<file path="config.mk">
export PLATFORM = sky130hd
export DESIGN_NAME = power_source_qualifier
export DESIGN_NICKNAME = d
export VERILOG_FILES = /design/src/sv/psq_pkg.sv /design/src/sv/power_source_qualifier.sv
export SDC_FILE = /design/constraint.sdc
export NUM_CORES = 1
export LEC_CHECK = 0
export ABC_AREA = 1
export ABC_CLOCK_PERIOD_IN_PS = 3800
export BUFFER_PORTS_ARGS = -buffer_cell sky130_fd_sc_hd__buf_2
export CAP_MARGIN = 20
export CORE_MARGIN = 3
export CORE_UTILIZATION = 55
export DETAILED_ROUTE_END_ITERATION = 7
export PLACE_DENSITY = 0.87
export SETUP_SLACK_MARGIN = 0.05
export SLEW_MARGIN = 5
export SYNTH_ARGS = -nofsm -noshare
export SYNTH_HDL_FRONTEND = slang
export SYNTH_SLANG_ARGS = --single-unit
</file>
<file path="constraint.sdc">
create_clock -name clk -period 3.8 [get_ports clk]
set_input_delay 0.57 -clock clk [delete_from_list [all_inputs] [get_ports clk]]
set_output_delay 0.57 -clock clk [all_outputs]
set_load 0.01 [all_outputs]
</file>
<file path="src/sv/psq_pkg.sv">
// Shared types, codes and the debouncer step function for the power source qualifier.
// Has no dependencies; power_source_qualifier imports it.
`default_nettype none

package psq_pkg;

	// Field and register widths.
	localparam int unsigned CNT_W   = 4;
	localparam int unsigned MV_W    = 16;
	localparam int unsigned TICK_W  = 32;
	localparam int unsigned PER_W   = 16;
	localparam int unsigned PWR_W   = 12;
	localparam int unsigned CFG_IDX_W  = 2;
	localparam int unsigned CFG_DATA_W = 16;

	// Configuration register indexes.
	localparam logic [CFG_IDX_W-1:0] REG_VBUS_MIN   = 2'd0;
	localparam logic [CFG_IDX_W-1:0] REG_DEB_LEN    = 2'd1;
	localparam logic [CFG_IDX_W-1:0] REG_BLINK_PER  = 2'd2;

	// Register reset values.
	localparam logic [MV_W-1:0]  VBUS_MIN_RST  = 16'd36000;
	localparam logic [CNT_W-1:0] DEB_LEN_RST   = 4'd5;
	localparam logic [PER_W-1:0] BLINK_PER_RST = 16'd150;

	// Source classification codes.
	localparam logic [1:0] SRC_NONE  = 2'd0;
	localparam logic [1:0] SRC_TYPE1 = 2'd1;
	localparam logic [1:0] SRC_TYPE2 = 2'd2;
	localparam logic [1:0] SRC_AUX   = 2'd3;

	// Cut cause codes.
	localparam logic [1:0] CUT_NONE    = 2'd0;
	localparam logic [1:0] CUT_VOLTAGE = 2'd1;
	localparam logic [1:0] CUT_NO_SRC  = 2'd2;

	// Available power in centiwatts.
	localparam logic [PWR_W-1:0] PWR_TYPE1_CW = 12'd1295;
	localparam logic [PWR_W-1:0] PWR_TYPE2_CW = 12'd2550;
	localparam logic [PWR_W-1:0] PWR_NONE_CW  = 12'd0;

	// State of one debouncer.
	typedef struct packed {
		logic             last;
		logic [CNT_W-1:0] count;
		logic             conf;
	} deb_t;

	// One debouncer update: equal samples count up to the length, a change restarts.
	function automatic deb_t deb_step(deb_t cur, logic smp, logic [CNT_W-1:0] len);
		deb_t nxt;
		nxt = cur;
		if (smp == cur.last) begin
			if (cur.count < len)
				nxt.count = cur.count + CNT_W'(1);
		end else begin
			nxt.count = '0;
			nxt.last  = smp;
		end
		if (nxt.count >= len)
			nxt.conf = smp;
		return nxt;
	endfunction

endpackage

`default_nettype wire

</file>
<file path="src/sv/power_source_qualifier.sv">
// A request accepted into the input register moves on into the result register when
// that register is empty or its result is being taken; one request per cycle is
// sustained back to back while out_ready stays high. The debounce, ready and blink
// state is updated as a request moves from the input register to the result register.
// Reset (arst_n low, asynchronous) restores the default registers and clears all
// state, with the wait LED on; the first request after reset primes the debouncers.
`default_nettype none

module power_source_qualifier #(
	parameter int unsigned MAX_DEBOUNCE = 15
) (
	input  wire logic                          clk,
	input  wire logic                          arst_n,
	// Configuration writes.
	input  wire logic                          cfg_valid,
	output logic                               cfg_ready,
	input  wire logic [psq_pkg::CFG_IDX_W-1:0]  cfg_index,
	input  wire logic [psq_pkg::CFG_DATA_W-1:0] cfg_data,
	// Sample requests.
	input  wire logic                          in_valid,
	output logic                               in_ready,
	input  wire logic                          cdb_pin,
	input  wire logic                          t2p_pin,
	input  wire logic [psq_pkg::MV_W-1:0]       vbus_mv,
	input  wire logic                          driver_was_on,
	input  wire logic [psq_pkg::TICK_W-1:0]     now_ticks,
	// Results.
	output logic                               out_valid,
	input  wire logic                          out_ready,
	output logic                               poe_ok,
	output logic                               aux_ok,
	output logic                               vbus_ok,
	output logic [1:0]                         source,
	output logic                               ready_res,
	output logic                               resume_pulse,
	output logic                               cut_pulse,
	output logic [1:0]                         cut_cause,
	output logic                               wait_led,
	output logic [2:0]                         change_flags,
	output logic [psq_pkg::PWR_W-1:0]           power_cw
);
	import psq_pkg::*;

	// Effective length cap; the counter cannot exceed its own range.
	localparam int unsigned LEN_CAP = (MAX_DEBOUNCE > 15) ? 15 : MAX_DEBOUNCE;
	localparam logic [CNT_W-1:0] LEN_CAP_V = CNT_W'(LEN_CAP);

	// Configuration registers.
	logic [MV_W-1:0]  vbus_min_q;
	logic [CNT_W-1:0] deb_len_q;
	logic [PER_W-1:0] blink_per_q;

	// Block state.
	deb_t              deb_q [3];
	logic              primed_q;
	logic              ready_q;
	logic              blink_q;
	logic              led_q;
	logic [TICK_W-1:0] last_tick_q;

	// Input stage.
	logic              valid_s1;
	logic              cdb_s1;
	logic              t2p_s1;
	logic [MV_W-1:0]   mv_s1;
	logic              drv_s1;
	logic [TICK_W-1:0] now_s1;

	// Result stage.
	logic              valid_s2;
	logic              poe_s2, aux_s2, vb_s2, ready_s2, resume_s2, cut_s2, led_s2;
	logic [1:0]        src_s2, cause_s2;
	logic [2:0]        flags_s2;
	logic [PWR_W-1:0]  pwr_s2;

	// Next-state and result logic.
	logic              advance;
	logic [CNT_W-1:0]  len_eff;
	logic [2:0]        smp;
	deb_t              deb_cur [3];
	deb_t              deb_nxt [3];
	logic              poe_n, aux_n, vb_n, src_ok, ready_n;
	logic [1:0]        src_n, cause_n;
	logic              resume_n, cut_n;
	logic              blink_n, led_n;
	logic [TICK_W-1:0] last_tick_base, last_tick_n, elapsed;
	logic [PWR_W-1:0]  pwr_n;

	assign cfg_ready = 1'b1;
	assign advance   = valid_s1 && (!valid_s2 || out_ready);
	assign in_ready  = !valid_s1 || advance;

	// Configuration register writes; an index beyond the list is ignored.
	always_ff @(posedge clk or negedge arst_n) begin
		if (!arst_n) begin
			vbus_min_q  <= VBUS_MIN_RST;
			deb_len_q   <= DEB_LEN_RST;
			blink_per_q <= BLINK_PER_RST;
		end else if (cfg_valid && cfg_ready) begin
			unique case (cfg_index)
				REG_VBUS_MIN:  vbus_min_q  <= cfg_data;
				REG_DEB_LEN:   deb_len_q   <= cfg_data[CNT_W-1:0];
				REG_BLINK_PER: blink_per_q <= cfg_data[PER_W-1:0];
				default: ;
			endcase
		end
	end

	// Input register: holds a request until the result stage can take it.
	always_ff @(posedge clk or negedge arst_n) begin
		if (!arst_n) begin
			valid_s1 <= 1'b0;
		end else if (in_ready) begin
			valid_s1 <= in_valid;
		end
	end

	always_ff @(posedge clk) begin
		if (in_valid && in_ready) begin
			cdb_s1 <= cdb_pin;
			t2p_s1 <= t2p_pin;
			mv_s1  <= vbus_mv;
			drv_s1 <= driver_was_on;
			now_s1 <= now_ticks;
		end
	end

	// Debouncing, classification, edge detection and blink timing.
	always_comb begin
		len_eff = (deb_len_q > LEN_CAP_V) ? LEN_CAP_V : deb_len_q;
		smp[0]  = cdb_s1;
		smp[1]  = !t2p_s1;
		smp[2]  = (mv_s1 >= vbus_min_q);

		for (int k = 0; k < 3; k++) begin
			deb_cur[k] = deb_q[k];
			if (!primed_q)
				deb_cur[k].last = smp[k];
			deb_nxt[k] = deb_step(deb_cur[k], smp[k], len_eff);
		end
		poe_n = deb_nxt[0].conf;
		aux_n = deb_nxt[1].conf;
		vb_n  = deb_nxt[2].conf;

		if (poe_n)
			src_n = aux_n ? SRC_TYPE2 : SRC_TYPE1;
		else if (aux_n)
			src_n = SRC_AUX;
		else
			src_n = SRC_NONE;
		src_ok  = (src_n != SRC_NONE);
		ready_n = src_ok && vb_n;

		resume_n = 1'b0;
		cut_n    = 1'b0;
		cause_n  = CUT_NONE;
		led_n    = led_q;
		if (ready_n && !ready_q) begin
			led_n    = 1'b0;
			resume_n = drv_s1;
		end else if (!ready_n && ready_q) begin
			cut_n   = 1'b1;
			cause_n = (src_ok && !vb_n) ? CUT_VOLTAGE : CUT_NO_SRC;
		end

		last_tick_base = primed_q ? last_tick_q : now_s1;
		elapsed        = now_s1 - last_tick_base;
		last_tick_n    = last_tick_base;
		blink_n        = blink_q;
		if (!ready_n && (elapsed >= TICK_W'(blink_per_q))) begin
			last_tick_n = now_s1;
			blink_n     = !blink_q;
			led_n       = !blink_q;
		end

		unique case (src_n)
			SRC_TYPE1: pwr_n = PWR_TYPE1_CW;
			SRC_TYPE2: pwr_n = PWR_TYPE2_CW;
			default:   pwr_n = PWR_NONE_CW;
		endcase
	end

	// State update, once per request moved into the result stage.
	always_ff @(posedge clk or negedge arst_n) begin
		if (!arst_n) begin
			for (int k = 0; k < 3; k++)
				deb_q[k] <= '0;
			primed_q    <= 1'b0;
			ready_q     <= 1'b0;
			blink_q     <= 1'b0;
			led_q       <= 1'b1;
			last_tick_q <= '0;
		end else if (advance) begin
			for (int k = 0; k < 3; k++)
				deb_q[k] <= deb_nxt[k];
			primed_q    <= 1'b1;
			ready_q     <= ready_n;
			blink_q     <= blink_n;
			led_q       <= led_n;
			last_tick_q <= last_tick_n;
		end
	end

	// Result register.
	always_ff @(posedge clk or negedge arst_n) begin
		if (!arst_n) begin
			valid_s2 <= 1'b0;
		end else if (advance) begin
			valid_s2 <= 1'b1;
		end else if (out_ready) begin
			valid_s2 <= 1'b0;
		end
	end

	always_ff @(posedge clk) begin
		if (advance) begin
			poe_s2    <= poe_n;
			aux_s2    <= aux_n;
			vb_s2     <= vb_n;
			src_s2    <= src_n;
			ready_s2  <= ready_n;
			resume_s2 <= resume_n;
			cut_s2    <= cut_n;
			cause_s2  <= cause_n;
			led_s2    <= led_n;
			flags_s2  <= {vb_n != deb_q[2].conf, aux_n != deb_q[1].conf,
			              poe_n != deb_q[0].conf};
			pwr_s2    <= pwr_n;
		end
	end

	assign out_valid    = valid_s2;
	assign poe_ok       = poe_s2;
	assign aux_ok       = aux_s2;
	assign vbus_ok      = vb_s2;
	assign source       = src_s2;
	assign ready_res    = ready_s2;
	assign resume_pulse = resume_s2;
	assign cut_pulse    = cut_s2;
	assign cut_cause    = cause_s2;
	assign wait_led     = led_s2;
	assign change_flags = flags_s2;
	assign power_cw     = pwr_s2;

`ifndef SYNTHESIS
	// A result never both resumes and cuts the driver.
	a_no_resume_and_cut: assert property (@(posedge clk) disable iff (!arst_n)
		out_valid |-> !(resume_pulse && cut_pulse))
		else $error("resume and cut pulses in one result");

	// A cause is reported exactly with a cut.
	a_cause_with_cut: assert property (@(posedge clk) disable iff (!arst_n)
		out_valid |-> (cut_pulse == (cut_cause != CUT_NONE)))
		else $error("cut cause does not match cut pulse");

	// Ready means a source is present and the bus voltage is confirmed.
	a_ready_def: assert property (@(posedge clk) disable iff (!arst_n)
		out_valid |-> (ready_res == ((source != SRC_NONE) && vbus_ok)))
		else $error("ready inconsistent with source and voltage");

	// The wait LED is off in every result taken while ready.
	a_led_off_ready: assert property (@(posedge clk) disable iff (!arst_n)
		(out_valid && ready_res) |-> !wait_led)
		else $error("wait LED on while ready");

	// The held ready state follows the last result moved into the result stage.
	a_ready_tracks: assert property (@(posedge clk) disable iff (!arst_n)
		advance |=> (ready_q == ready_s2))
		else $error("ready state diverged from result");
`endif

endmodule

`default_nettype wire
</file>
== Word-level counts from Yosys, hierarchy flattened ==
Index checks and enable logic that the tools add are counted.

* Eq/ne operators: 10
* Reductions and logical operators: 24
* Bitwise operators: 1
* Muxes and demuxes: 28
* $lt $le $gt $ge: 9
* Add/sub/neg operators: 4

{| class="wikitable"
|+ Operators by type and width
! operator !! count
|-
| 32-bit two-way mux || 2
|-
| 32-bit by 16-bit >= comparator with 1-bit output || 1
|-
| 32-bit subtractor || 1
|-
| 4-bit two-way mux || 7
|-
| 12-bit one-hot mux with 2 select lines || 1
|-
| 16-bit >= comparator || 1
|-
| 1-bit two-way mux || 14
|-
| 4-bit by 1-bit adder with 4-bit output, second input constant || 3
|-
| 4-bit >= comparator || 3
|-
| 4-bit less-than comparator || 3
|-
| 2-bit two-way mux || 4
|-
| 2-bit AND reduction || 4
|-
| 1-bit logical AND || 7
|-
| 1-bit zero test || 7
|-
| 2-bit by 1-bit == test with 1-bit output, second input constant || 2
|-
| 2-bit == test, second input constant || 2
|-
| 4-bit greater-than comparator, second input constant || 1
|-
| 2-bit nonzero test || 2
|-
| 1-bit == test || 3
|-
| 1-bit inequality test || 3
|-
| 2-bit zero test || 1
|-
| 1-bit logical OR || 2
|-
| 2-bit OR reduction || 1
|-
| 1-bit inverter || 1
|}

* Input bits: 74
* Register bits after elaboration: 169
* Output and inout port bits: 29
* Word-level logic and storage cells: 111

== Longest topological paths before layout ==
* Depth after elaboration: 15
* Depth in mapped cells: 31
* Gate-level depth less buffers: 29

== Worst setup path before layout ==
Ideal clock, no wire load.

* Path type: reg2reg
* From: register primed_q
* To: register led_s2 (netlist: wait_led) (data pin)
* Path slack: 0.162 ns
* Data arrival time: 3.383 ns
* Stages on the path, launching flop included: 25
* Library setup time: 0.255 ns
* Path buffers: 2
* Clock period less this slack: 3.638 ns
* Required time: 3.545 ns
* Cells stage by stage: dfrtp_1 clkbuf_2 inv_2 clkbuf_1 o21ai_0 fa_1 nand3_1 nand3_1 nand2_1 nand2_1 nand2_1 nand2_1 xor2_1 ha_1 inv_1 nor3_1 a211oi_1 nand3_1 nor2_1 nand2_1 nor2_2 nand2_4 nand2_8 nand2_1 and2_1

* Cells in the longest elaborated chain, start to end: 12
* Elaborated cells on any way between the ends: 28
* Those cells by class: add/sub: 1; order compare: 4; eq/ne: 3; mux: 15; reduce/logical: 5

{| class="wikitable"
|+ RTL lines
! item !! line !! text
|-
| start: declaration || power_source_qualifier.sv:55 || <nowiki>logic primed_q;</nowiki>
|-
| start signal: assignment || power_source_qualifier.sv:188 || <nowiki>primed_q <= 1'b0;</nowiki>
|-
| start signal: assignment || power_source_qualifier.sv:196 || <nowiki>primed_q <= 1'b1;</nowiki>
|-
| branches (longest 11 deep; another with 32-bit subtractor) || -- ||
|-
| 1-bit two-way mux (*) || power_source_qualifier.sv:170 || <nowiki>if (!ready_n && (elapsed >= TICK_W'(blink_per_q))) begin</nowiki>
|-
| net led_n || power_source_qualifier.sv:85 || <nowiki>logic blink_n, led_n;</nowiki>
|-
| end signal: assignment || power_source_qualifier.sv:225 || <nowiki>led_s2 <= led_n;</nowiki>
|-
| end: declaration || power_source_qualifier.sv:71 || <nowiki>logic poe_s2, aux_s2, vb_s2, ready_s2, resume_s2, cut_s2, led_s2;</nowiki>
|}

Mark *: on every way through the listed nets, which the timed path passes.
A chain may end at the register's enable or synchronous reset.

== Worst setup path in the final report ==
* From: register primed_q
* To: register last_tick_q[5]

* Cells in the longest elaborated chain, start to end: 12
* Elaborated cells on any way between the ends: 26
* Those cells by class: add/sub: 1; order compare: 4; eq/ne: 3; mux: 14; reduce/logical: 4

{| class="wikitable"
|+ RTL lines
! item !! line !! text
|-
| branches (longest 11 deep; another with 32-bit subtractor) || -- ||
|-
| 32-bit two-way mux (*) || power_source_qualifier.sv:170 ||
|-
| end signal: assignment || power_source_qualifier.sv:200 || <nowiki>last_tick_q <= last_tick_n;</nowiki>
|-
| end: declaration || power_source_qualifier.sv:59 || <nowiki>logic [TICK_W-1:0] last_tick_q;</nowiki>
|}

Every way passes the cells marked *.

==> flow_metrics.py <==
metrics = {
    "status": {
        "status": "complete, but fails checks",
        "violations": "setup timing",
    },
    "power_and_ir_drop": {
        "clkPwrFrac_pct": 14.7,
        "p_leak_nw": 7.046,
        "power_frac_seq_pct": 22.3,
        "swShare_pct": 47.54,
        "switchingPower_w": 0.005567,
        "p_int_w": 0.006144,
        "ir_worst_vdd_mv": 0.5266,
        "p_comb_share_pct": 63.0,
        "p_total_w": 0.01171,
        "power_density_nw_per_um2": 855.6,
    },
    "timing": {
        "fin_crit_ns": 4.436,
        "max_freq_mhz": 225.4,
        "slew_headroom_pct": 24.20,
        "maxSlewViolCount": 0,
        "finalClockSkew_ns": 0.02318,
        "finalHoldViolCount": 0,
        "rsz0062_at_grt": "yes",
        "timing.final.ws_setup_ns": -0.6363,
        "finalSetupViolCount": 35,
        "period_share_pct": 116.7,
        "tightest_slew_ns": 1.134,
        "holdWs_ns": 0.06129,
    },
    "critical_path": {
        "cp-startpoint": "primed_q$_DFFE_PN0P_",
        "crit_top_cell": "nand2_1",
        "r2r_slack_ns": -0.64,
        "timing.rr.start": "primed_q$_DFFE_PN0P_",
        "cp_slowest_cell": "dfrtp_1",
        "rr_endpoint": "last_tick_q[5]$_DFFE_PN0P_",
        "path_max_fanout": 7,
        "ff2ff_path_depth": 29,
        "critical_path_depth": 29,
        "cp-start-kind": "flip-flop",
        "end_kind": "flip-flop",
        "setup.worst_path.class": "flip-flop to flip-flop",
        "crit_end": "last_tick_q[5]$_DFFE_PN0P_",
        "path_delay_family": "simple AND/OR/NAND/NOR gates",
        "critPathMaxStageDelay_ns": 0.41,
        "cp_num_buf_inv": 6,
        "cp.required_ns": 4.14,
        "arrival_ns": 4.78,
    },
    "yosys": {
        "syn_nets": 1630,
        "synth_top_area_share_pct": 18.64,
        "synthesis.instances": 1461,
        "yosysUniqueCellTypes": 43,
        "synth-seq-cells": 159,
        "synth_largest_area_cell": "edfxtp_1",
        "synth_seq_area_share_pct": 40.12,
        "syn_area_sq_um": 10790,
        "yosys-top-cells-area": "edfxtp_1 (19%), dfrtp_1 (19%), nand2_1 (17%)",
        "syn_area_per_cell_sq_um": 7.386,
        "yosys_warnings": 0,
    },
    "clock_network": {
        "clkLatencyLatePin_ns": 0.46,
        "clk_pin_slew_ns": 0.08,
        "htree_levels": 4,
        "cts_tree": "built",
        "numCtsBuffers": 17,
        "cts_root_buf": "clkbuf_16",
        "clock-sinks": 159,
        "clockBufferDepth": 2,
    },
    "detailed_routing": {
        "via_count": 10830,
        "post_drt_wl_per_cell_um": 18.34,
        "viasPerCell": 5.749,
        "wl_um": 34550,
        "postRouteAntennaNets": 0,
        "drt-initial-drc-count": 1486,
        "dr.pass1.iters": 6,
        "drc": 0,
    },
    "die": {
        "io_pins": 103,
        "rows": 50,
        "die_x_um": 146.1,
        "core_sq_um": 19020,
        "die_area_sq_um": 21340,
        "die_h_um": 146.1,
        "start_util_pct": 56.74,
    },
    "placement": {
        "port_buffers": 100,
        "dp_cells": 1808,
        "gp_congestion": 0.9871,
        "dpl.hpwl_um": 19070,
    },
    "layout": {
        "area_growth_pct": 26.84,
        "fin_cells": 1884,
        "fillerInstances": 1325,
        "drive_gt1_share_pct": 24.38,
        "fin_nets": 1780,
        "insertedDiodeCount": 0,
    },
    "global_route": {
        "grt_pass1_wl_um": 44590,
        "grt_pass1_vias": 9494,
        "antenna_found_initial": 0,
        "grt.total_usage_pct": 25.32,
        "grt_max_degree": 58,
        "grt.overflow.total": 0,
    },
    "run": {
        "drv_cap": 0,
    },
    "worst_hold_path": {
        "holdCritPathClass": "input port to async pin",
    },
}
## Yosys cell counts, drive strengths merged
cell type  count
clkbuf        22
conb           2
o211ai         6
nand3b         5
dfrtp         80
and2           2
a21boi         5
xnor2          3
fa             1
nor2          68
mux2           1
ha            94
dfstp         12
a21oi         45
xor2          14
o21ai        102
o21a           2
nor3          11
o21bai         1
a21o           3
buf           23
nand3        113
clkinv         2
edfxtp        67
nand4         13
a211oi         1
or2            3
nand2        503
inv          257
## worst register-to-register path: cells and delay by family, from the launching register on
family          cells  cell delay (ns)
fa+ha+maj           2             0.59
compound gates      1             0.20
simple gates       19             1.86
xor+xnor            1             0.37
buf+inv             6             0.90
flops               1             0.41
## cells in the final DEF (no fill, tap or decap), drive strengths merged, types with 5 or more instances in the layout
| master | instances |
|---|---|
| o211ai | 6 |
| buf | 172 |
| nand2 | 503 |
| nor3 | 11 |
| edfxtp | 67 |
| a21boi | 5 |
| dfrtp | 80 |
| o21ai | 102 |
| clkbuf | 21 |
| a21oi | 45 |
| nand3 | 113 |
| xor2 | 14 |
| nor2 | 68 |
| dfstp | 12 |
| ha | 94 |
| nand4 | 13 |
| inv | 265 |
| nand3b | 5 |
| clkinv | 7 |
## timing repair
item	in CTS	in global routing
hold buffers	0	0
gates cloned	2	4
pin swaps	22	68
gates resized for setup	53	188
buffers inserted	16	23
setup endpoints to repair	39	39
## layer usage
layer / vias up / GRT usage (%) / part of all wire (%)
li1: 4922 / - / -
met1: 4945 / 33.32 / 37
met2: 738 / 42.22 / 46
met3: 226 / 4.097 / 10
met4: 0 / 10.02 / 6.5
met5: - / 0 / 0
## through the flow
| step | area [sq um] | util [%] | setup slack (ns) | TNS, ns |
|---|---|---|---|---|
| floorplan | 10790 | - | 0.1620 | 0 |
| global placement | 11640 | 61.22 | -0.02169 | -0.06238 |
| detailed placement | 11660 | 61.33 | -0.2817 | -7.283 |
| CTS | 12580 | 66.16 | -0.03570 | -0.3814 |
| global route | 13690 | 71.97 | -0.8357 | -27.45 |
| finish | 13690 | 71.97 | -0.6363 | -19.52 |
## how the worst min path moves through the flow
stage | endpoint | slack, ns | cells past startpoint
after floorplan | blink_per_q[0]$_DFFE_PN0P_ | 0.27 | 0
after global placement | led_q$_DFFE_PN1P_ | 0.46 | 2
after detailed placement | last_tick_q[10]$_DFFE_PN0P_ | 0.46 | 2
after CTS | last_tick_q[18]$_DFFE_PN0P_ | 0.09 | 1
after global routing | last_tick_q[17]$_DFFE_PN0P_ | 0.09 | 1
final | last_tick_q[18]$_DFFE_PN0P_ | 0.06 | 1
## cell type report
cell class / instances / area [sq um] / area share [%]
well taps: 260 / 325.3 / 2.377
clock inverters: 15 / 163.9 / 1.197
repair buffers: 176 / 1301 / 9.506
flip-flops and latches: 159 / 4329 / 31.63
clock buffers: 17 / 425.4 / 3.108
multi-input cells: 998 / 6163 / 45.03
inverters: 259 / 979.7 / 7.157
## logic make-up (layout without fill, tap and decap cells)
family	count (synthesis)	in the layout	synth area share [%]
other	2	2	0.06959
AND/OR/NAND/NOR	718	718	27.62
adder cells (fa/ha/maj)	95	95	11.08
AO/OA/AOI/OAI	165	165	8.104
buffers and inverters	304	467	11.52
XOR/XNOR	17	17	1.380
multiplexers	1	1	0.1043
flip-flops	159	159	40.12
## flip-flops by register name, indices dropped and copies added, names as in the netlist, 2 cells and up
| register | flops |
|---|---|
| now_s1 | 32 |
| vbus_min_q | 16 |
| power_cw | 3 |
| blink_per_q | 16 |
| deb_len_q | 4 |
| last_tick_q | 32 |
| change_flags | 3 |
| cut_cause | 2 |
| mv_s1 | 16 |
| deb_q | 3 |
| deb_cur | 15 |
## power groups by stage
stage / logic [W] / registers (W) / clock network (W)
after floorplan: 0.00369 / 0.00254 / 0
after global placement: 0.00481 / 0.00255 / 0
after detailed placement: 0.00503 / 0.00256 / 0
after CTS: 0.00552 / 0.00254 / 0.00173
after global routing: 0.00792 / 0.00265 / 0.00181
final: 0.00738 / 0.00261 / 0.00172
(Power assumes the default switching activity.)
